File: src/sv/pbcm_pkg.sv
`timescale 1ns / 1ps

package pbcm_pkg;

  // Field widths
  localparam int PT_W          = 16;  // point and result coordinates
  localparam int CFG_W         = 16;  // basis vector components
  localparam int FRAC_BITS_DEF = 12;

  // Configuration register map
  localparam int CFG_IDX_W = 3;
  localparam logic [CFG_IDX_W-1:0] CFG_FROM_U_X = 3'd0;
  localparam logic [CFG_IDX_W-1:0] CFG_FROM_U_Y = 3'd1;
  localparam logic [CFG_IDX_W-1:0] CFG_FROM_V_X = 3'd2;
  localparam logic [CFG_IDX_W-1:0] CFG_FROM_V_Y = 3'd3;
  localparam logic [CFG_IDX_W-1:0] CFG_TO_U_X   = 3'd4;
  localparam logic [CFG_IDX_W-1:0] CFG_TO_U_Y   = 3'd5;
  localparam logic [CFG_IDX_W-1:0] CFG_TO_V_X   = 3'd6;
  localparam logic [CFG_IDX_W-1:0] CFG_TO_V_Y   = 3'd7;

  // Datapath widths
  localparam int PROD_W = 2 * PT_W;      // 16x16 product
  localparam int DET_W  = PROD_W + 1;    // det, na, nb
  localparam int MUL_W  = DET_W + CFG_W; // na * to_*
  localparam int NUM_W  = MUL_W + 1;     // numerator per axis
  localparam int NN_W   = NUM_W + 1;     // 2|num| + |det|
  localparam int DEN_W  = DET_W + 1;     // 2|det|
  localparam int Q_W    = PT_W + 1;      // quotient bits resolved by the cell row
  localparam int N_CELLS = Q_W;
  localparam int N_LANES = 2;            // x and y

  // Saturation limits on the quotient magnitude
  localparam logic [Q_W-1:0] POS_LIM = Q_W'((2 ** (PT_W - 1)) - 1);
  localparam logic [Q_W-1:0] NEG_LIM = Q_W'(2 ** (PT_W - 1));
  localparam logic [PT_W-1:0] SAT_MAX = {1'b0, {(PT_W - 1){1'b1}}};
  localparam logic [PT_W-1:0] SAT_MIN = {1'b1, {(PT_W - 1){1'b0}}};

  typedef struct packed {
    logic signed [CFG_W-1:0] from_u_x;
    logic signed [CFG_W-1:0] from_u_y;
    logic signed [CFG_W-1:0] from_v_x;
    logic signed [CFG_W-1:0] from_v_y;
    logic signed [CFG_W-1:0] to_u_x;
    logic signed [CFG_W-1:0] to_u_y;
    logic signed [CFG_W-1:0] to_v_x;
    logic signed [CFG_W-1:0] to_v_y;
  } cfg_t;

  // One axis of the long division in flight
  typedef struct packed {
    logic [DEN_W-1:0] rem;   // partial remainder, < den unless ovf
    logic [Q_W-1:0]   lo;    // dividend bits not yet shifted in
    logic [Q_W-1:0]   quot;  // quotient bits so far
    logic             ovf;   // quotient known to exceed Q_W bits
    logic             neg;   // result sign
  } div_lane_t;

  typedef struct packed {
    logic                     valid;
    logic                     degen;
    logic [DEN_W-1:0]         den;
    div_lane_t [N_LANES-1:0]  lane;
  } div_stage_t;

endpackage

File: src/sv/pbcm_div_cell.sv
`timescale 1ns / 1ps

// One restoring-division step for both axes: shift in one dividend bit,
// subtract the divisor if it fits, emit one quotient bit.
module pbcm_div_cell import pbcm_pkg::*; (
  input  logic        clk_i,
  input  logic        rst_ni,
  input  logic        en_i,
  input  div_stage_t  s_i,
  output div_stage_t  s_o
);

  div_stage_t s_d, s_q;
  logic [DEN_W:0] trial [N_LANES];
  logic           fits  [N_LANES];

  always_comb begin
    s_d = s_i;
    for (int l = 0; l < N_LANES; l++) begin
      trial[l] = {s_i.lane[l].rem, s_i.lane[l].lo[Q_W-1]};
      fits[l]  = (trial[l] >= {1'b0, s_i.den});
      s_d.lane[l].rem  = fits[l] ? DEN_W'(trial[l] - {1'b0, s_i.den})
                                 : trial[l][DEN_W-1:0];
      s_d.lane[l].lo   = {s_i.lane[l].lo[Q_W-2:0], 1'b0};
      s_d.lane[l].quot = {s_i.lane[l].quot[Q_W-2:0], fits[l]};
    end
  end

  always_ff @(posedge clk_i or negedge rst_ni) begin
    if (!rst_ni) begin
      s_q <= '0;
    end else if (en_i) begin
      s_q <= s_d;
    end
  end

  assign s_o = s_q;

  // x-lane remainder stays below the divisor for any valid, non-degenerate item that is in range
  a_rem_bound: assert property (@(posedge clk_i) disable iff (!rst_ni)
    s_q.valid && !s_q.degen && !s_q.lane[0].ovf |-> s_q.lane[0].rem < s_q.den)
    else $error("x remainder not below divisor");

endmodule

File: config.mk
export PLATFORM = sky130hd
export DESIGN_NAME = pbcm_div_cell
export DESIGN_NICKNAME = d
export VERILOG_FILES = /design/src/sv/pbcm_pkg.sv /design/src/sv/pbcm_div_cell.sv
export SDC_FILE = /design/constraint.sdc
export NUM_CORES = 1
export LEC_CHECK = 0
export BUFFER_PORTS_ARGS = -buffer_cell sky130_fd_sc_hd__buf_2
export CAP_MARGIN = 20
export CORE_UTILIZATION = 35
export DETAILED_ROUTE_END_ITERATION = 7
export PLACE_DENSITY = 0.69
export SLEW_MARGIN = 20
export SYNTH_ARGS = -nofsm -noshare
export SYNTH_HDL_FRONTEND = slang
export SYNTH_SLANG_ARGS = --single-unit
export TNS_END_PERCENT = 30
File: constraint.sdc
create_clock -name clk_i -period 0.8 [get_ports clk_i]
set_input_delay 0.12 -clock clk_i [delete_from_list [all_inputs] [get_ports clk_i]]
set_output_delay 0.12 -clock clk_i [all_outputs]
set_load 0.02 [all_outputs]
* After elaboration in Yosys (flattened, before gate mapping) *
Cells that the tools add are included.

storage, ports and cells
  register bits = 174

cells by class
  add/sub/neg operators = 2
  multiplexer cells = 2
  magnitude comparators = 2

operators by type and width
  operator                                                        number
  35-bit by 34-bit greater-or-equal comparator with 1-bit output  2
  34-bit 2-to-1 mux                                               2
  34-bit subtractor                                               2

* Depth between registers and ports, before layout *
  word-level depth = 2
  mapped depth = 14
  gate-level depth less buffers = 14

* Least setup slack after synthesis *
Ideal clock, no wire load.

  path kind = input to register
  from = input s_i[105] (netlist name)
  to = register s_q, in the netlist s_o[132]
  data required time = 0.679 ns
  stages on the path = 14
  arrival = 2.723 ns
  setup time = 0.121 ns
  buffers on the path = 0
  slack = -2.044 ns
  cells stage by stage = inv_1 ha_1 inv_1 fa_1 a211oi_1 o21ai_1 a2111oi_4 o21ai_2 a211oi_2 nor2_1 o41ai_2 xor2_1 nand2_1 a22o_1

on the way
  word-level cells in the longest chain between the ends = 2
  elaborated cells between the ends (all ways) = 3

RTL lines
  item                                                                                                        RTL line                                  text
  start: declaration                                                                                          pbcm_div_cell.sv:9                        input div_stage_t s_i,
  34-bit subtractor / 35-bit by 34-bit greater-or-equal comparator with 1-bit output (equally long branches)  pbcm_div_cell.sv:22, pbcm_div_cell.sv:21
  34-bit 2-to-1 mux *                                                                                         pbcm_div_cell.sv:22                       s_d.lane[l].rem = fits[l] ? DEN_W'(trial[l] - {1'b0, s_i.den})
  end signal: assignment                                                                                      pbcm_div_cell.sv:31                       s_q <= '0;
  end signal: assignment                                                                                      pbcm_div_cell.sv:33                       s_q <= s_d;
  end: declaration                                                                                            pbcm_div_cell.sv:13                       div_stage_t s_d, s_q;

Mark *: on every way between the ends. The rest lies on a longest branch, timed or not.
A chain may end at the register's enable or synchronous reset.

* Worst setup path after layout *
  from = input s_i[141] (netlist name)
  to = register s_q, in the netlist s_o[127]

The elaborated chain is that of the path after synthesis.

==> impl_results.md <==
- MaxCap Viol Count: 0
- R2R cell count: 3
- Initial antenna violation count: 7
- HP Class: in -> reg
- Cells after synthesis: around 1,100
- Critical Path Stages: 17
- Combinational fraction of design power: 0.410
- CP required: roughly 1.1 ns
- Worst Setup EP: s_o[127]
- Worst-Skew Late Latency: between 0.4 and 0.5 ns
- Detail Placement HPWL: 29.7 mm
- Final worst path period share: 3.10
- Root Buffer: clkbuf_16
- Sink Count: about 170
- Setup TNS: -166.20 ns
- Core Footprint: between 30,000 and 40,000 um2
- DR iter-0 viols: around 550
- Drt first pass iters: 5
- Final Util: 0.624
- Maximum VDD drop: around 1.5 mV
- Routed vias/inst: between 5 and 6
- Power Density: roughly 1800 nW/um2
- Grt total ovfl: 0
- Largest register FFs: approximately 170
- Static leakage: ~0.0092 uW
- Terminus of the critical flop-to-flop path: s_o[135]
- Clk pwr share: 0.269
- Slew Limit Fails: 0
- Crit. End Element: register
- Input/output buffers: 350
- Sw frac: 0.353
- Fmax: about 400 MHz
- CP startpoint: s_i[141]
- Outcome: complete, but fails checks
- Final Wtd Congestion: between 0.9 and 1
- Number of synthesized flops with an enable pin: 0
- Reg2reg start: s_o[135]
- Die width: around 180 um
- Failing checks: negative setup slack
- Sequential-to-total area share from yosys stat: 0.399
- Final min period: 2.48 ns
- Clock-pin slew on the worst setup and hold paths: roughly 0.07 ns
- CTS buffer count: 17
- DRT antenna net count: 0
- Pint: 21,700 uW
- Synthesized area: roughly 11,000 um2
- CTS tree: yes
- # IOs: between 300 and 400
- First-pass GRT wire length: around 63 mm
- DRC: 0
- Min Hold Slack: slightly below 0.01 ns
- Rows: between 60 and 70
- Drt wl/cell: between 15 and 20 um
- GRT Util Overall: 0.257
- Crit-path most repeated cell: buf_6
- Worst Path Class, Setup: in -> reg
- Routed WL: 42.4 mm
- Die Height: 178 um
- Worst path top cell family by delay: compound AO/OA/AOI/OAI gates
- Area contributors post-synth: dfrtp_1, mux2_2, ha_1
- Synth warn: 0
- Crit Path Max Fanout: 8
- Longest Clk Path Bufs: 2
- Worst setup margin: -1.68 ns
- Crit-path max cell delay: between 0.2 and 0.3 ns
- Ratio of cells with drive above 1 in the final layout: 0.499
- Crit path DAT: 2.81 ns
- Die area: 31,900 um2
- Fillers: 2,498
- Syn_area_per_cell: 9.83 um2
- Largest net degree at the start of global routing: 37
- Netlist cell types: 67
- Unrepaired setup endpoints after global routing: true
- Layout area overhead: 75.0%
- Initial Util: 0.356
- Crit-path cells: buf_8, clkinvlp_4, buf_6, ha_4, nor2b_4, o211ai_1, a21boi_2, o21a_2, nor3_4, o31ai_4, a221oi_4, o31ai_4, buf_6, buf_6, buf_12, mux2i_1, a21oi_1
- Post-synth top area cell: dfrtp_1
- Vias in the first global route: between 10,000 and 15,000
- Reg-to-reg slack, setup: -0.11 ns
- Final hold viol count: 0
- Setup violators final: between 200 and 300
- # nets final: roughly 2,100
- Slowest cell on the critical path: o31ai_4
- Sequential fraction of design power: 0.321
- Synth top area share: 0.399
- Clk_skew: 0 ns
- CP startpoint kind: input pin
- Asr flop ratio synth: 1.00
- Switching pwr: approximately 12,000 uW
- Synth Register Bits: roughly 170
- Top FF cell, synth: dfrtp_1
- Crit path buffers/inverters: 6
- Via Count: 11,600
- H-tree Lvls: 4
worst min-delay path by stage:
stage | from | to | slack, ns | cells past startpoint
after floorplan | rst_ni | s_o[0] | -0.18 | 0
after global placement | rst_ni | s_o[149] | 0.03 | 1
after detailed placement | rst_ni | s_o[149] | 0.03 | 1
after CTS | s_i[68] | s_o[69] | 0.004 | 3
after global routing | s_i[48] | s_o[49] | 0.003 | 3
final | s_i[114] | s_o[115] | 0.01 | 3
stage by stage:
step | total power (uW) | std cells | worst slack, ns | instance area, um2
global placement | 21700 | 2085 | -2.24 | 15400
CTS | 32600 | 2284 | -1.63 | 18300
finish | 33600 | 2304 | -1.68 | 19100
global route | 35200 | 2303 | -1.81 | 19100
floorplan | 17000 | 1110 | -1.81 | 11200
detailed placement | 21900 | 2085 | -2.33 | 15400
cells by family (layout without fill, tap and decap cells):
kind of cell             count (synthesis)  after routing  share of synthesized area
AND/OR/NAND/NOR                        250            250                      0.105
AO/OA/AOI/OAI                          305            305                      0.178
multiplexers                           146            146                      0.146
other                                    1              5                   0.000344
flip-flops                             174            174                      0.399
XOR/XNOR                                59             59                     0.0474
buffers and inverters                  104            899                     0.0414
adder cells (fa/ha/maj)                 70             70                     0.0817
synthesized netlist by cell type, types with 20 or more instances:
cell type	instances
a21o_1	46
o21ai_0	34
a21oi_1	137
xnor2_1	39
mux2i_1	41
xor2_1	20
inv_1	52
ha_1	68
dfrtp_1	174
nor2_1	116
mux2_2	105
clkbuf_1	37
nand2_1	43
what timing repair did:
action	in CTS	in global routing
endpoints found under the hold margin	317	0
pin swaps	35	74
cloned	5	3
setup buffers	18	21
hold buffers	144	0
resized for setup	148	185
setup endpoints to repair	245	250
worst reg2reg max path, cell delays in order (launching register included):
cell       delay [ns]
dfrtp_1          0.41
buf_4            0.15
o2bb2ai_2        0.10
o21bai_1         0.14
cell type report:
cell class	instances	area (um2)	share of cell area
Antenna cell	3	7.51	0.000393
Inverter	52	231	0.0121
Tap cell	396	495	0.0260
Timing Repair Buffer	815	6440	0.337
Clock buffer	19	453	0.0237
Clock inverter	13	168	0.00879
Multi-Input combinational cell	832	6940	0.363
Sequential cell	174	4350	0.228
power groups by stage:
| stage | combinational [uW] | clock, uW | sequential [uW] |
|---|---|---|---|
| final | 13800 | 9040 | 10800 |
| after global routing | 14800 | 9530 | 10900 |
| after CTS | 12700 | 9250 | 10700 |
| after detailed placement | 11100 | 0 | 10800 |
| after global placement | 10900 | 0 | 10800 |
| after floorplan | 4780 | 0 | 12200 |
layout by cell type, fill, tap and decap left out, drive strengths merged, types with 38 or more instances in the layout:
cell and instances:
ha 68, mux2 105, dlygate4sd3 144, mux2i 41, xnor2 39, nand2 43
buf 666, dfrtp 174, a21o 46, o21ai 38, inv 59, nor2 116
a21oi 138
routing by layer:
metal,share of wire,vias up,GRT usage
met5,0.0013,-,0
li1,-,5557,-
met2,0.50,388,0.443
met4,0.027,8,0.0802
met1,0.41,5545,0.311
met3,0.064,72,0.0678
Note: power is estimated with default switching activity, not from simulation.
