--- src/sv/pbcm_pkg.sv ---
`timescale 1ns / 1ps

package pbcm_pkg;

  // Field widths
  localparam int PT_W          = 16;  // point and result coordinates
  localparam int CFG_W         = 16;  // basis vector components
  localparam int FRAC_BITS_DEF = 12;

  // Configuration register map
  localparam int CFG_IDX_W = 3;
  localparam logic [CFG_IDX_W-1:0] CFG_FROM_U_X = 3'd0;
  localparam logic [CFG_IDX_W-1:0] CFG_FROM_U_Y = 3'd1;
  localparam logic [CFG_IDX_W-1:0] CFG_FROM_V_X = 3'd2;
  localparam logic [CFG_IDX_W-1:0] CFG_FROM_V_Y = 3'd3;
  localparam logic [CFG_IDX_W-1:0] CFG_TO_U_X   = 3'd4;
  localparam logic [CFG_IDX_W-1:0] CFG_TO_U_Y   = 3'd5;
  localparam logic [CFG_IDX_W-1:0] CFG_TO_V_X   = 3'd6;
  localparam logic [CFG_IDX_W-1:0] CFG_TO_V_Y   = 3'd7;

  // Datapath widths
  localparam int PROD_W = 2 * PT_W;      // 16x16 product
  localparam int DET_W  = PROD_W + 1;    // det, na, nb
  localparam int MUL_W  = DET_W + CFG_W; // na * to_*
  localparam int NUM_W  = MUL_W + 1;     // numerator per axis
  localparam int NN_W   = NUM_W + 1;     // 2|num| + |det|
  localparam int DEN_W  = DET_W + 1;     // 2|det|
  localparam int Q_W    = PT_W + 1;      // quotient bits resolved by the cell row
  localparam int N_CELLS = Q_W;
  localparam int N_LANES = 2;            // x and y

  // Saturation limits on the quotient magnitude
  localparam logic [Q_W-1:0] POS_LIM = Q_W'((2 ** (PT_W - 1)) - 1);
  localparam logic [Q_W-1:0] NEG_LIM = Q_W'(2 ** (PT_W - 1));
  localparam logic [PT_W-1:0] SAT_MAX = {1'b0, {(PT_W - 1){1'b1}}};
  localparam logic [PT_W-1:0] SAT_MIN = {1'b1, {(PT_W - 1){1'b0}}};

  typedef struct packed {
    logic signed [CFG_W-1:0] from_u_x;
    logic signed [CFG_W-1:0] from_u_y;
    logic signed [CFG_W-1:0] from_v_x;
    logic signed [CFG_W-1:0] from_v_y;
    logic signed [CFG_W-1:0] to_u_x;
    logic signed [CFG_W-1:0] to_u_y;
    logic signed [CFG_W-1:0] to_v_x;
    logic signed [CFG_W-1:0] to_v_y;
  } cfg_t;

  // One axis of the long division in flight
  typedef struct packed {
    logic [DEN_W-1:0] rem;   // partial remainder, < den unless ovf
    logic [Q_W-1:0]   lo;    // dividend bits not yet shifted in
    logic [Q_W-1:0]   quot;  // quotient bits so far
    logic             ovf;   // quotient known to exceed Q_W bits
    logic             neg;   // result sign
  } div_lane_t;

  typedef struct packed {
    logic                     valid;
    logic                     degen;
    logic [DEN_W-1:0]         den;
    div_lane_t [N_LANES-1:0]  lane;
  } div_stage_t;

endpackage

--- src/sv/pbcm_out.sv ---
`timescale 1ns / 1ps

// Sign, saturation and degenerate zeroing, output register and one-entry skid buffer.
module pbcm_out import pbcm_pkg::*; (
  input  logic             clk_i,
  input  logic             rst_ni,
  input  div_stage_t       s_i,
  output logic             en_o,
  output logic             out_valid_o,
  input  logic             out_stall_i,
  output logic [PT_W-1:0]  mapped_x_o,
  output logic [PT_W-1:0]  mapped_y_o,
  output logic             degenerate_o
);

  typedef struct packed {
    logic [PT_W-1:0] mx;
    logic [PT_W-1:0] my;
    logic            degen;
  } res_t;

  function automatic logic [PT_W-1:0] sat_lane(div_lane_t l, logic degen);
    logic [Q_W-1:0]  nq;
    logic [PT_W-1:0] r;
    nq = ~l.quot + 1'b1;
    if (degen) begin
      r = '0;
    end else if (l.neg) begin
      r = (l.ovf || l.quot > NEG_LIM) ? SAT_MIN : nq[PT_W-1:0];
    end else begin
      r = (l.ovf || l.quot > POS_LIM) ? SAT_MAX : l.quot[PT_W-1:0];
    end
    return r;
  endfunction

  res_t res, out_q, skid_q;
  logic out_v_q, skid_v_q;
  logic take, push;

  assign res.mx    = sat_lane(s_i.lane[0], s_i.degen);
  assign res.my    = sat_lane(s_i.lane[1], s_i.degen);
  assign res.degen = s_i.degen;

  assign en_o = !skid_v_q;
  assign take = out_v_q && !out_stall_i;
  assign push = en_o && s_i.valid;

  always_ff @(posedge clk_i or negedge rst_ni) begin
    if (!rst_ni) begin
      out_v_q  <= 1'b0;
      skid_v_q <= 1'b0;
    end else if (!out_v_q || take) begin
      out_v_q  <= skid_v_q || push;
      skid_v_q <= 1'b0;
    end else if (push) begin
      skid_v_q <= 1'b1;
    end
  end

  always_ff @(posedge clk_i) begin
    if (!out_v_q || take) begin
      out_q <= skid_v_q ? skid_q : res;
    end else if (push) begin
      skid_q <= res;
    end
  end

  assign out_valid_o  = out_v_q;
  assign mapped_x_o   = out_q.mx;
  assign mapped_y_o   = out_q.my;
  assign degenerate_o = out_q.degen;

  a_skid_behind_out: assert property (@(posedge clk_i) disable iff (!rst_ni)
    skid_v_q |-> out_v_q)
    else $error("skid holds a transfer while output register is empty");

  a_skid_fill: assert property (@(posedge clk_i) disable iff (!rst_ni)
    $rose(skid_v_q) |-> $past(out_v_q && out_stall_i))
    else $error("skid filled without a stalled output");

  a_degen_zero: assert property (@(posedge clk_i) disable iff (!rst_ni)
    out_v_q && degenerate_o |-> mapped_x_o == '0 && mapped_y_o == '0)
    else $error("degenerate result with nonzero coordinates");

endmodule

--- config.mk ---
export PLATFORM = sky130hd
export DESIGN_NAME = pbcm_out
export DESIGN_NICKNAME = d
export VERILOG_FILES = /design/src/sv/pbcm_pkg.sv /design/src/sv/pbcm_out.sv
export SDC_FILE = /design/constraint.sdc
export NUM_CORES = 1
export LEC_CHECK = 0
export ABC_CLOCK_PERIOD_IN_PS = 4700
export BUFFER_PORTS_ARGS = -buffer_cell sky130_fd_sc_hd__buf_2
export CAP_MARGIN = 20
export CORE_MARGIN = 4
export CORE_UTILIZATION = 44
export CTS_CLUSTER_DIAMETER = 60
export CTS_CLUSTER_SIZE = 10
export DETAILED_ROUTE_END_ITERATION = 16
export PLACE_DENSITY = 0.89
export SLEW_MARGIN = 20
export SYNTH_ARGS = -nofsm -noshare
export SYNTH_HDL_FRONTEND = slang
export SYNTH_SLANG_ARGS = --single-unit
--- constraint.sdc ---
create_clock -name clk_i -period 4.7 [get_ports clk_i]
set_input_delay 0 -clock clk_i [delete_from_list [all_inputs] [get_ports clk_i]]
set_output_delay 0 -clock clk_i [all_outputs]
set_load 0.02 [all_outputs]
== Word-level counts from Yosys, hierarchy flattened ==
Cells that the tools add are included.

* Logic and storage cells: 41
* Output and inout bits: 35
* Input port bits: 179
* Flip-flop bits (word level): 68

* Reduce and logical (&&, ||, !) cells: 13
* Add/subtract/negate cells: 2
* Magnitude comparators: 4
* Mux-type cells: 11
* Bitwise logic cells: 3

{| class="wikitable"
|+ Operators with widths
! cell !! number
|-
| 16-bit 2-to-1 mux || 8
|-
| 17-bit by 15-bit greater-than comparator with 1-bit output (second input constant) || 2
|-
| 17-bit by 16-bit greater-than comparator with 1-bit output (second input constant) || 2
|-
| 33-bit 2-to-1 mux || 1
|-
| 16-bit by 1-bit adder with 16-bit output (second input constant) || 2
|-
| 16-bit inverter || 2
|-
| 1-bit logical OR || 6
|-
| 1-bit logical NOT || 3
|-
| 1-bit logical AND || 2
|-
| 1-bit 2-to-1 mux || 2
|-
| 2-bit AND reduction || 1
|-
| 2-bit nonzero test || 1
|-
| 1-bit inverter || 1
|}

== Depth between registers and ports, before layout ==
Gate-level depths: netlist of run 1.

* Word-level depth: 6
* Depth in mapped cells: 9
* Depth with buffers taken out: 8

== Worst setup path before layout of run 1 ==
No wires, ideal clock.

* Path kind: register to register
* From: register out_v_q (netlist: out_valid_o)
* To: register skid_q[0] (netlist name) (enable)
* Arrival time: 3.789 ns
* Path buffers: 0
* Slack: 0.439 ns
* Stages on the path, launching flop included: 3
* Clock period less this slack: 4.261 ns
* Setup time: 0.471 ns
* Data required time: 4.229 ns
* Path through: dfrtp_1 -> nand2_1 -> nor3b_1

* Longest elaborated chain between the ends: 4
* Elaborated cells between the ends (all ways): 5
* Classes of those cells: bitwise: 1; reduce/logical: 4

{| class="wikitable"
|+ RTL lines
! item !! RTL line !! text
|-
| from (decl) || pbcm_out.sv:37 || <nowiki>logic out_v_q, skid_v_q;</nowiki>
|-
| from (signal assigned) || pbcm_out.sv:53 || <nowiki>out_v_q <= skid_v_q || push;</nowiki>
|-
| 1-bit logical NOT / 1-bit logical AND (equally long branches) || pbcm_out.sv:61, pbcm_out.sv:45 ||
|-
| 1-bit logical OR (*) || pbcm_out.sv:61 || <nowiki>if (!out_v_q || take) begin</nowiki>
|-
| 1-bit inverter (no line) (*) || n/a ||
|-
| 2-bit AND reduction (no line) (*) || n/a ||
|-
| to (signal assigned) || pbcm_out.sv:64 || <nowiki>skid_q <= res;</nowiki>
|-
| to (decl) || pbcm_out.sv:36 || <nowiki>res_t res, out_q, skid_q;</nowiki>
|}

Every way passes the cells marked *; elsewhere a longest branch is shown, timed or not.
A chain may end at the register's enable or synchronous reset.

== Worst setup path after layout of run 1 ==
* From: input port s_i[2] (netlist name)
* To: register out_q (netlist bit mapped_x_o[4]), data pin

* Longest elaborated chain between the ends: 6
* Elaborated cells between the ends (all ways): 11
* Classes of those cells: add/sub: 1; order compare: 2; mux: 5; bitwise: 1; reduce/logical: 2

{| class="wikitable"
|+ RTL lines
! item !! RTL line !! text
|-
| from (decl) || pbcm_out.sv:7 || <nowiki>input div_stage_t s_i,</nowiki>
|-
| 16-bit inverter, or another cell as far along || pbcm_out.sv:25 || <nowiki>nq = ~l.quot + 1'b1;</nowiki>
|-
| 16-bit by 1-bit adder with 16-bit output, or another cell as far along || pbcm_out.sv:25 ||
|-
| 16-bit 2-to-1 mux, on equally long branches || pbcm_out.sv:29, pbcm_out.sv:31 ||
|-
| 16-bit 2-to-1 mux (*) || pbcm_out.sv:28 || <nowiki>end else if (l.neg) begin</nowiki>
|-
| 16-bit 2-to-1 mux (*) || pbcm_out.sv:26 || <nowiki>if (degen) begin</nowiki>
|-
| 33-bit 2-to-1 mux (*) || pbcm_out.sv:62 || <nowiki>out_q <= skid_v_q ? skid_q : res;</nowiki>
|-
| to (signal assigned) || pbcm_out.sv:62 ||
|-
| to (decl) || pbcm_out.sv:36 ||
|}

Marked as above.

==> flow_metrics.py, run 1 <==
metrics = {
    "pwr": {
        "power_switching_mw": 0.387,
        "p_clk_frac": 0.312,
        "switching_share": 0.267,
        "powerDensity_mw_per_mm2": 330,
        "p_leak_nw": 1.70,
        "p_int_mw": 1.06,
        "seqPwrFrac": 0.511,
        "combPwrFrac": 0.177,
        "ir_drop_v": 0.000168,
    },
    "finish": {
        "multi_input_area_mm2": 0.00157,
        "final_nets": 581,
        "num-fill-cells": 728,
        "diodes": 0,
        "finalNonFillerCells": 508,
        "ff_latch_area_mm2": 0.00203,
        "drive_gt1_frac": 0.320,
        "area_growth_pct": 18.7,
        "final_cell_area_mm2": 0.00439,
    },
    "placement": {
        "dpl_cell_area_mm2": 0.00417,
        "placed_cells": 489,
        "portBuffers": 77,
        "hpwl_mm": 6.03,
        "place_congestion": 0.924,
    },
    "worst_setup_path": {
        "crit_family": "compound AO/OA/AOI/OAI gates",
        "path_buf_inv": 2,
        "start_kind": "primary input",
        "path_max_fanout": 9,
        "cpMaxStageDelayCell": "o21ai_1",
        "worstPathRequired_ns": 4.78,
        "worstPathArrival_ns": 2.36,
        "cp_cell_sequence": "buf_2, inv_1, ha_1, nor3b_1, and4_2, o21ai_1, nor2_1, a221o_1, a22o_1",
        "max_stage_delay_ns": 0.53,
        "worst-setup-path-type": "primary input to flip-flop",
        "end_kind": "flip-flop",
    },
    "floorplan": {
        "dieArea_mm2": 0.00992,
        "die_h_um": 99.6,
        "ios": 214,
        "num_rows": 33,
        "coreArea_mm2": 0.00818,
        "die_w_um": 99.6,
        "initial_core_util": 0.452,
    },
    "synth": {
        "yosysUniqueCellTypes": 58,
        "syn_avg_cell_area_um2": 11.6,
        "ys_ff_latch": 68,
        "yosysWarningCount": 0,
        "yosys.area.top_type": "edfxtp_1",
        "netlist_instances": 318,
        "syn_nets": 501,
        "ys_top_cells_by_count": "66 x edfxtp_1, 31 x nor2_1, 20 x nand2_1, 18 x mux2_2",
        "synth_edf_count": 66,
        "netlist_area_mm2": 0.00369,
        "synth.area.top_cells": "edfxtp_1 54%, mux2_2 5.5%, nor2_1 3.2%",
        "yosysMostFrequentCell": "edfxtp_1",
        "ys_seq_area_frac": 0.550,
        "synthFlopType": "edfxtp_1",
        "async_flop_share": 0.0294,
        "synth_top_cell_area_share": 0.537,
    },
    "clock_network": {
        "clkTransAtPathRegs_ns": 0.07,
        "tritoncts": "yes",
        "clkSinkCount": 68,
        "clk_path_buf_depth": 2,
        "numCtsBuffers": 9,
        "cts-root-buf": "clkbuf_8",
        "cts.htree.levels": 3,
        "clkLatencyLatePin_ns": 0.33,
    },
    "global_routing": {
        "grt_pass1_wl_mm": 13.4,
        "grt_max_degree": 37,
        "grt_pass1_vias": 2715,
        "track_usage": 0.170,
        "antenna_found_initial": 0,
        "overflow": 0,
    },
    "sta": {
        "relSlewSlack": 0.432,
        "rsz0062_at_grt": "false",
        "hold_violations": 0,
        "layout_min_cycle_time_ns": 2.29,
        "fin_skew_ns": 0.00991,
        "max_freq_ghz": 0.438,
        "worst_slew_pin_slew_ns": 0.851,
        "setup_viol": 0,
        "drv_slew": 0,
        "min_period_over_period": 0.486,
        "tns_ns": 0,
    },
    "detailed_routing": {
        "firstDrtPassIters": 5,
        "antenna_left": 0,
        "drt_iter0_drc": 247,
        "vias_per_cell": 5.68,
        "drc_errors": 0,
        "finalWirelength_mm": 8.36,
        "vias": 2886,
        "wire_per_inst_um": 16.5,
    },
    "run": {
        "cap_violations": 0,
    },
    "hold_path": {
        "min_path_type": "primary input to flip-flop",
    },
    "run_status": {
        "outcome": "finished clean",
    },
}
through the flow:
step	setup WS (ns)	utilization	power (mW)	hold WS (ns)
2_1_floorplan	0.439	-	0.912	-0.296
3_3_place_gp	2.16	0.510	0.999	-0.214
3_5_place_dp	2.11	0.510	1.01	-0.211
4_1_cts	2.46	0.536	1.45	0.0677
5_1_grt	2.29	0.536	1.51	0.0852
6_report	2.41	0.536	1.45	0.0819
cells in the final DEF (no fill, tap or decap), drive strengths merged, types with 8 or more instances in the layout:
cell and instances:
a21oi 23, o21ai 18, nor2 31, nand4 9
mux2 20, nor3 12, clkbuf 11, inv 8
buf 79, nand2 20, edfxtp 66
layout make-up:
type	count	share of cell area
Sequential cell	68	0.463
Multi-Input combinational cell	228	0.359
Timing Repair Buffer	82	0.0981
Clock buffer	11	0.0300
Tap cell	105	0.0300
Clock inverter	5	0.0120
Inverter	9	0.00770
registers in the layout, summed over array words and instances, names as in the netlist:
name and cells:
degenerate_o 1, mapped_x_o 16, mapped_y_o 16, out_valid_o 1, skid_q 33, skid_v_q 1
power by group through the flow:
| stage | clock network, mW | logic, mW | registers (mW) |
|---|---|---|---|
| 2_1_floorplan | 0 | 0.118 | 0.794 |
| 3_3_place_gp | 0 | 0.249 | 0.750 |
| 3_5_place_dp | 0 | 0.254 | 0.753 |
| 4_1_cts | 0.457 | 0.257 | 0.740 |
| 5_1_grt | 0.489 | 0.279 | 0.744 |
| 6_report | 0.451 | 0.256 | 0.739 |
per-layer routing:
layer | up-vias | wire length, µm | track usage
li1 | 1388 | - | -
met1 | 1392 | 3600 | 0.222
met2 | 92 | 4100 | 0.272
met3 | 14 | 510 | 0.0386
met4 | 0 | 155 | 0.0746
met5 | - | 0 | 0
kinds of logic (layout without fill, tap and decap cells):
| logic type | after synthesis | in the layout | synth area share |
|---|---|---|---|
| muxes | 21 | 21 | 0.0657 |
| xor gates and xnor gates | 10 | 10 | 0.0237 |
| buffers and inverters | 22 | 107 | 0.0251 |
| AOI/OAI and AO/OA | 83 | 83 | 0.157 |
| DFF | 68 | 68 | 0.550 |
| adders and majority gates | 4 | 4 | 0.0136 |
| and+or+nand+nor | 110 | 110 | 0.165 |
path summary, 6_finish.rpt:
check | from | end | slack (ns) | cells after the start
worst min register to register | skid_q[30]$_DFFE_PP_ | mapped_x_o[13]$_DFFE_PN_ | 0.52 | 2
worst min-delay path | s_i[2] | skid_q[17]$_DFFE_PP_ | 0.08 | 2
min in group asynchronous | rst_ni | out_valid_o$_DFFE_PN0N_ | 0.53 | 3
worst max-delay path | s_i[2] | mapped_x_o[4]$_DFFE_PN_ | 2.41 | 9
worst max register to register | skid_v_q$_DFFE_PN0P_ | mapped_y_o[10]$_DFFE_PN_ | 2.69 | 2
max in group asynchronous | rst_ni | skid_v_q$_DFFE_PN0P_ | 4.05 | 3
repair_timing:
| item | CTS | global route |
|---|---|---|
| buffers inserted | 0 | 0 |
| endpoints found under the hold margin | 4 | 0 |
| gates resized for setup | 0 | 0 |
| hold buffers | 3 | 0 |
Power figures use the tool's default switching activity.
==> run 2, diff against run 1 <==
--- a/config.mk
+++ b/config.mk
@@ -5,7 +5,7 @@
 export SDC_FILE = /design/constraint.sdc
 export NUM_CORES = 1
 export LEC_CHECK = 0
-export ABC_CLOCK_PERIOD_IN_PS = 4700
+export ABC_CLOCK_PERIOD_IN_PS = 2400
 export BUFFER_PORTS_ARGS = -buffer_cell sky130_fd_sc_hd__buf_2
 export CAP_MARGIN = 20
 export CORE_MARGIN = 4
==> constraint.sdc (replaced) <==
create_clock -name clk_i -period 2.4 [get_ports clk_i]
set_input_delay 0 -clock clk_i [delete_from_list [all_inputs] [get_ports clk_i]]
set_output_delay 0 -clock clk_i [all_outputs]
set_load 0.02 [all_outputs]
==> run 2 against run 1 <==
Against the previous run:
- global-route usage fell by 0.22 points
- clock-buffer cell count did not move
- non-clock buffer count rose by 11
- sequential cell count did not move
- critical path depth fell by 2
- routed wire length rose by 0.71%
- utilization rose by 0.86 points
- clock skew fell by 0.0028 ns
- cell count rose by 2.4%
- register-to-register slack got worse by 1.8 ns
==> flow_metrics.py, run 2 (synthesis gave the netlist of run 1 again) <==
metrics = {
    "finish": {
        "final_common_cell": "buf_2",
        "largest_register": "skid_q",
        "layout_common_cells": "77 x buf_2, 66 x edfxtp_1, 31 x nor2_1, 19 x nand2_1, 18 x mux2_2",
        "largest_register_ffs": 33,
        "final_cell_area_mm2": 0.00446,
        "finalNonFillerCells": 520,
        "area_growth_pct": 20.6,
        "drive_gt1_frac": 0.343,
        "final_nets": 592,
    },
    "sta": {
        "hold_violations": 0,
        "max_freq_ghz": 0.529,
        "min_period_over_period": 0.787,
        "setup_viol": 0,
        "rsz0062_at_grt": "false",
        "setup_slack_ns": 0.511,
        "fin_skew_ns": 0.00706,
        "relSlewSlack": 0.396,
        "worst_slew_pin_slew_ns": 0.906,
        "drv_slew": 0,
        "layout_min_cycle_time_ns": 1.89,
        "tns_ns": 0,
    },
    "floorplan": {
        "dieArea_mm2": 0.00992,
        "die_w_um": 99.6,
        "ios": 214,
        "die_h_um": 99.6,
        "coreArea_mm2": 0.00818,
        "num_rows": 33,
        "initial_core_util": 0.452,
    },
    "detailed_routing": {
        "vias": 2897,
        "vias_per_cell": 5.57,
        "drc_errors": 0,
        "finalWirelength_mm": 8.42,
        "firstDrtPassIters": 5,
        "drt_iter0_drc": 158,
        "antenna_left": 0,
        "wire_per_inst_um": 16.2,
    },
    "placement": {
        "portBuffers": 77,
        "place_congestion": 0.904,
        "hpwl_mm": 6.24,
        "dpl_cell_area_mm2": 0.00426,
        "placed_cells": 500,
        "post-place-ws_ns": 0.219,
    },
    "worst_setup_path": {
        "path_max_fanout": 17,
        "worstPathArrival_ns": 2.09,
        "reg2reg_to": "mapped_y_o[12]$_DFFE_PN_",
        "r2r_slack_ns": 0.90,
        "end_kind": "flip-flop",
        "start_kind": "primary input",
        "worst-setup-path-type": "primary input to flip-flop",
        "reg2reg_from": "skid_v_q$_DFFE_PN0P_",
        "r2r_cells": 3,
        "worstPathRequired_ns": 2.60,
    },
    "clock_network": {
        "clkLatencyLatePin_ns": 0.33,
        "clkSinkCount": 68,
        "cts-root-buf": "clkbuf_8",
        "tritoncts": "yes",
        "clk_path_buf_depth": 2,
        "clkTransAtPathRegs_ns": 0.07,
        "cts.htree.levels": 3,
        "numCtsBuffers": 9,
    },
    "global_routing": {
        "track_usage": 0.168,
        "antenna_found_initial": 0,
        "grt_pass1_wl_mm": 13.2,
        "overflow": 0,
        "grt_pass1_vias": 2639,
        "grt_max_degree": 36,
    },
    "run": {
        "cap_violations": 0,
    },
    "hold_path": {
        "min_to": "skid_q[17]$_DFFE_PP_",
        "min_from": "s_i[2]",
        "min_path_type": "primary input to flip-flop",
        "min_path_cells": 2,
    },
    "pwr": {
        "powerDensity_mw_per_mm2": 613,
        "p_leak_nw": 1.75,
        "ir_drop_v": 0.000192,
    },
    "run_status": {
        "outcome": "finished clean",
    },
}
-- run 2: changes by cell type in the layout (fill, tap and decap cells not counted) --
cell | before | now
buf_4 | 2 | 13
clkinv_2 | 2 | 4
bufinv_16 | 1 | 0
clkinv_1 | 2 | 1
diode_2 | 0 | 1
nand2_1 | 20 | 19
nand2_2 | 0 | 1
nor3b_2 | 1 | 0
nor3b_4 | 0 | 1
-- run 2: how the worst max path moves through the flow --
| stage | start | endpoint | slack, ns | cells after the start |
|---|---|---|---|---|
| 2_1_floorplan | out_valid_o$_DFFE_PN0N_ | skid_q[0]$_DFFE_PP_ | 0.09 | 2 |
| 3_3_place_gp | s_i[82] | mapped_y_o[13]$_DFFE_PN_ | 0.27 | 7 |
| 3_5_place_dp | s_i[82] | mapped_y_o[13]$_DFFE_PN_ | 0.22 | 7 |
| 4_1_cts | s_i[82] | mapped_y_o[13]$_DFFE_PN_ | 0.58 | 7 |
| 5_1_grt | s_i[82] | mapped_y_o[4]$_DFFE_PN_ | 0.42 | 7 |
| 6_report | s_i[82] | mapped_y_o[4]$_DFFE_PN_ | 0.51 | 7 |
-- run 2: final cells by class --
class	count	area (µm²)
fillers	721	3720
flip-flops and latches	68	2030
multi-input cells	228	1580
repair buffers	93	513
clock buffers	11	131
well taps	105	131
inverters	9	33.8
clock inverters	5	28.8
diodes	1	2.50
-- run 2: through the flow --
stage | hold WS, ns | util | power (mW)
finish | 0.0748 | 0.545 | 2.73
global route | 0.0883 | 0.545 | 2.87
CTS | 0.0559 | 0.545 | 2.76
detailed placement | -0.211 | 0.521 | 1.99
global placement | -0.214 | 0.521 | 1.97
floorplan | -0.296 | - | 1.79
-- run 2: report_power, final --
group | switching (mW) | internal, mW | leakage (nW) | total [mW]
Clock | 0.396 | 0.370 | 0.0868 | 0.766
Combinational | 0.329 | 0.193 | 0.982 | 0.522
Sequential | 0.0258 | 1.42 | 0.677 | 1.45
-- run 2: repair_timing --
item,CTS,global route
buffers inserted,0,0
gates resized for setup,0,0
hold endpoints to repair,4,0
hold buffers,3,0
-- run 2: metal layers --
layer / share of wire / wire (µm) / global-route usage
met5: 0 / 0 / 0
met1: 0.44 / 3680 / 0.219
met4: 0.015 / 127 / 0.0651
met3: 0.066 / 553 / 0.0337
met2: 0.48 / 4060 / 0.277
-- run 2: worst max-delay path, cell delays in order --
cell and delay [ns]:
buf_2 0.14, or4_1 0.56, or3_1 0.39, nor4_4 0.20
a21oi_2 0.28, a21oi_1 0.30, mux2_2 0.22
==> run 3, diff against run 2 <==
--- a/config.mk
+++ b/config.mk
@@ -5,7 +5,7 @@
 export SDC_FILE = /design/constraint.sdc
 export NUM_CORES = 1
 export LEC_CHECK = 0
-export ABC_CLOCK_PERIOD_IN_PS = 2400
+export ABC_CLOCK_PERIOD_IN_PS = 1950
 export BUFFER_PORTS_ARGS = -buffer_cell sky130_fd_sc_hd__buf_2
 export CAP_MARGIN = 20
 export CORE_MARGIN = 4
==> constraint.sdc (replaced) <==
create_clock -name clk_i -period 1.95 [get_ports clk_i]
set_input_delay 0 -clock clk_i [delete_from_list [all_inputs] [get_ports clk_i]]
set_output_delay 0 -clock clk_i [all_outputs]
set_load 0.02 [all_outputs]
==> run 3 against run 2 <==
Against the previous run:
- power rose by 38%
- sequential cell count did not move
- largest power group unchanged
- utilization rose by 4.5 points
- via count rose by 5.9%
- critical path depth did not move
==> flow_metrics.py, run 3 (synthesis gave the netlist of run 1 again) <==
metrics = {
    "sta": {
        "relSlewSlack": 0.533,
        "worst_slew_pin_slew_ns": 0.695,
        "rsz0062_at_grt": "false",
        "setup_viol": 0,
        "hold_violations": 0,
        "fin_skew_ns": 0.0155,
        "max_freq_ghz": 0.600,
        "drv_slew": 0,
        "layout_min_cycle_time_ns": 1.67,
        "min_period_over_period": 0.854,
    },
    "worst_setup_path": {
        "reg2reg_to": "skid_q[32]$_DFFE_PP_",
        "worstPathRequired_ns": 2.04,
        "crit_family": "simple AND/OR/NAND/NOR gates",
        "r2r_cells": 3,
        "end_kind": "flip-flop",
        "cp_common_cell": "mux2_4",
        "path_max_fanout": 2,
        "startpoint": "s_i[5]",
        "cp.depth": 7,
        "crit_path_end": "mapped_x_o[14]$_DFFE_PN_",
        "r2r_slack_ns": 0.51,
        "cpMaxStageDelayCell": "or4_1",
        "reg2reg_from": "out_valid_o$_DFFE_PN0N_",
        "cp_cell_sequence": "buf_2, nor4_4, nand4_2, or4_1, mux2_4, o211a_1, mux2_4",
        "worst-setup-path-type": "primary input to flip-flop",
        "path_buf_inv": 1,
        "start_kind": "primary input",
        "max_stage_delay_ns": 0.43,
        "worstPathArrival_ns": 1.75,
    },
    "detailed_routing": {
        "firstDrtPassIters": 5,
        "antenna_left": 0,
        "finalWirelength_mm": 9.09,
        "vias_per_cell": 5.54,
        "vias": 3068,
        "wire_per_inst_um": 16.4,
        "drt_iter0_drc": 190,
        "drc_errors": 0,
    },
    "clock_network": {
        "cts-root-buf": "clkbuf_8",
        "tritoncts": "yes",
        "clkSinkCount": 68,
        "ctsResizeCount": 0,
        "clk_path_buf_depth": 2,
        "clkLatencyLatePin_ns": 0.34,
        "clkTransAtPathRegs_ns": 0.08,
        "cts.htree.levels": 3,
        "numCtsBuffers": 9,
        "ctsHoldBuffers": 3,
        "post-cts-setup-buffer-count": 0,
    },
    "run_status": {
        "outcome": "finished clean",
    },
    "global_routing": {
        "antenna_found_initial": 0,
        "overflow": 0,
        "grt_pass1_wl_mm": 14.9,
        "track_usage": 0.188,
        "grt_max_degree": 37,
        "grt_pass1_vias": 3038,
    },
    "floorplan": {
        "num_rows": 33,
        "die_h_um": 99.6,
        "dieArea_mm2": 0.00992,
        "die_w_um": 99.6,
        "initial_core_util": 0.452,
        "ios": 214,
        "coreArea_mm2": 0.00818,
    },
    "pwr": {
        "powerDensity_mw_per_mm2": 785,
        "ir_drop_v": 0.000368,
        "p_total_mw": 3.78,
        "p_leak_nw": 1.95,
    },
    "finish": {
        "drive_gt1_frac": 0.403,
        "diodes": 0,
        "largest_register": "skid_q",
        "area_growth_pct": 30.6,
        "final_nets": 627,
        "ff_latch_area_mm2": 0.00203,
        "num-fill-cells": 699,
        "multi_input_area_mm2": 0.00160,
        "final_common_cell": "buf_2",
        "fin_util": 0.590,
        "layout_common_cells": "77 x buf_2, 66 x edfxtp_1, 46 x buf_4, 31 x nor2_1, 19 x nand2_1",
        "largest_register_ffs": 33,
    },
    "placement": {
        "hpwl_mm": 6.93,
        "portBuffers": 77,
        "place_congestion": 0.993,
    },
    "run": {
        "cap_violations": 0,
    },
    "hold_path": {
        "min_path_type": "primary input to flip-flop",
    },
}
==> run 3: per-layer routing <==
layer | wire (µm) | vias up | track usage
met4 | 110 | 0 | 0.0662
met3 | 671 | 13 | 0.0372
li1 | - | 1479 | -
met1 | 4060 | 1464 | 0.255
met5 | 0 | - | 0
met2 | 4250 | 112 | 0.300
==> run 3: how the worst min path moves through the flow <==
stage / start / endpoint / slack [ns] / depth (start not counted)
final: s_i[16] / skid_q[31]$_DFFE_PP_ / 0.08 / 2
after global routing: s_i[16] / skid_q[31]$_DFFE_PP_ / 0.07 / 2
after CTS: s_i[16] / skid_q[31]$_DFFE_PP_ / 0.05 / 2
after detailed placement: rst_ni / skid_v_q$_DFFE_PN0P_ / -0.21 / 1
after global placement: rst_ni / skid_v_q$_DFFE_PN0P_ / -0.21 / 1
after floorplan: rst_ni / out_valid_o$_DFFE_PN0N_ / -0.30 / 0
==> run 3: layout make-up <==
type,count,area share
multi-input cells,228,0.332
well taps,105,0.0272
flip-flops and latches,68,0.422
clock buffers,9,0.0257
repair buffers,128,0.166
clock inverters,7,0.0205
inverters,9,0.00701
==> run 3: where the power goes <==
group | switching, mW | internal (mW) | leakage [nW]
Clock | 0.563 | 0.729 | 0.110
Sequential | 0.0302 | 1.75 | 0.676
Combinational | 0.428 | 0.286 | 1.16
Total | 1.02 | 2.76 | 1.95
==> run 3: metrics by stage <==
step / hold slack [ns] / setup WS (ns) / instances / area [µm²] / TNS (ns)
CTS: 0.0535 / 0.296 / 554 / 4820 / 0
floorplan: -0.296 / -0.0397 / 318 / 3750 / -1.31
detailed placement: -0.211 / -0.0621 / 535 / 4570 / -0.504
global route: 0.0674 / 0.156 / 554 / 4820 / 0
finish: 0.0774 / 0.284 / 554 / 4820 / 0
global placement: -0.213 / -0.0148 / 535 / 4570 / -0.0371
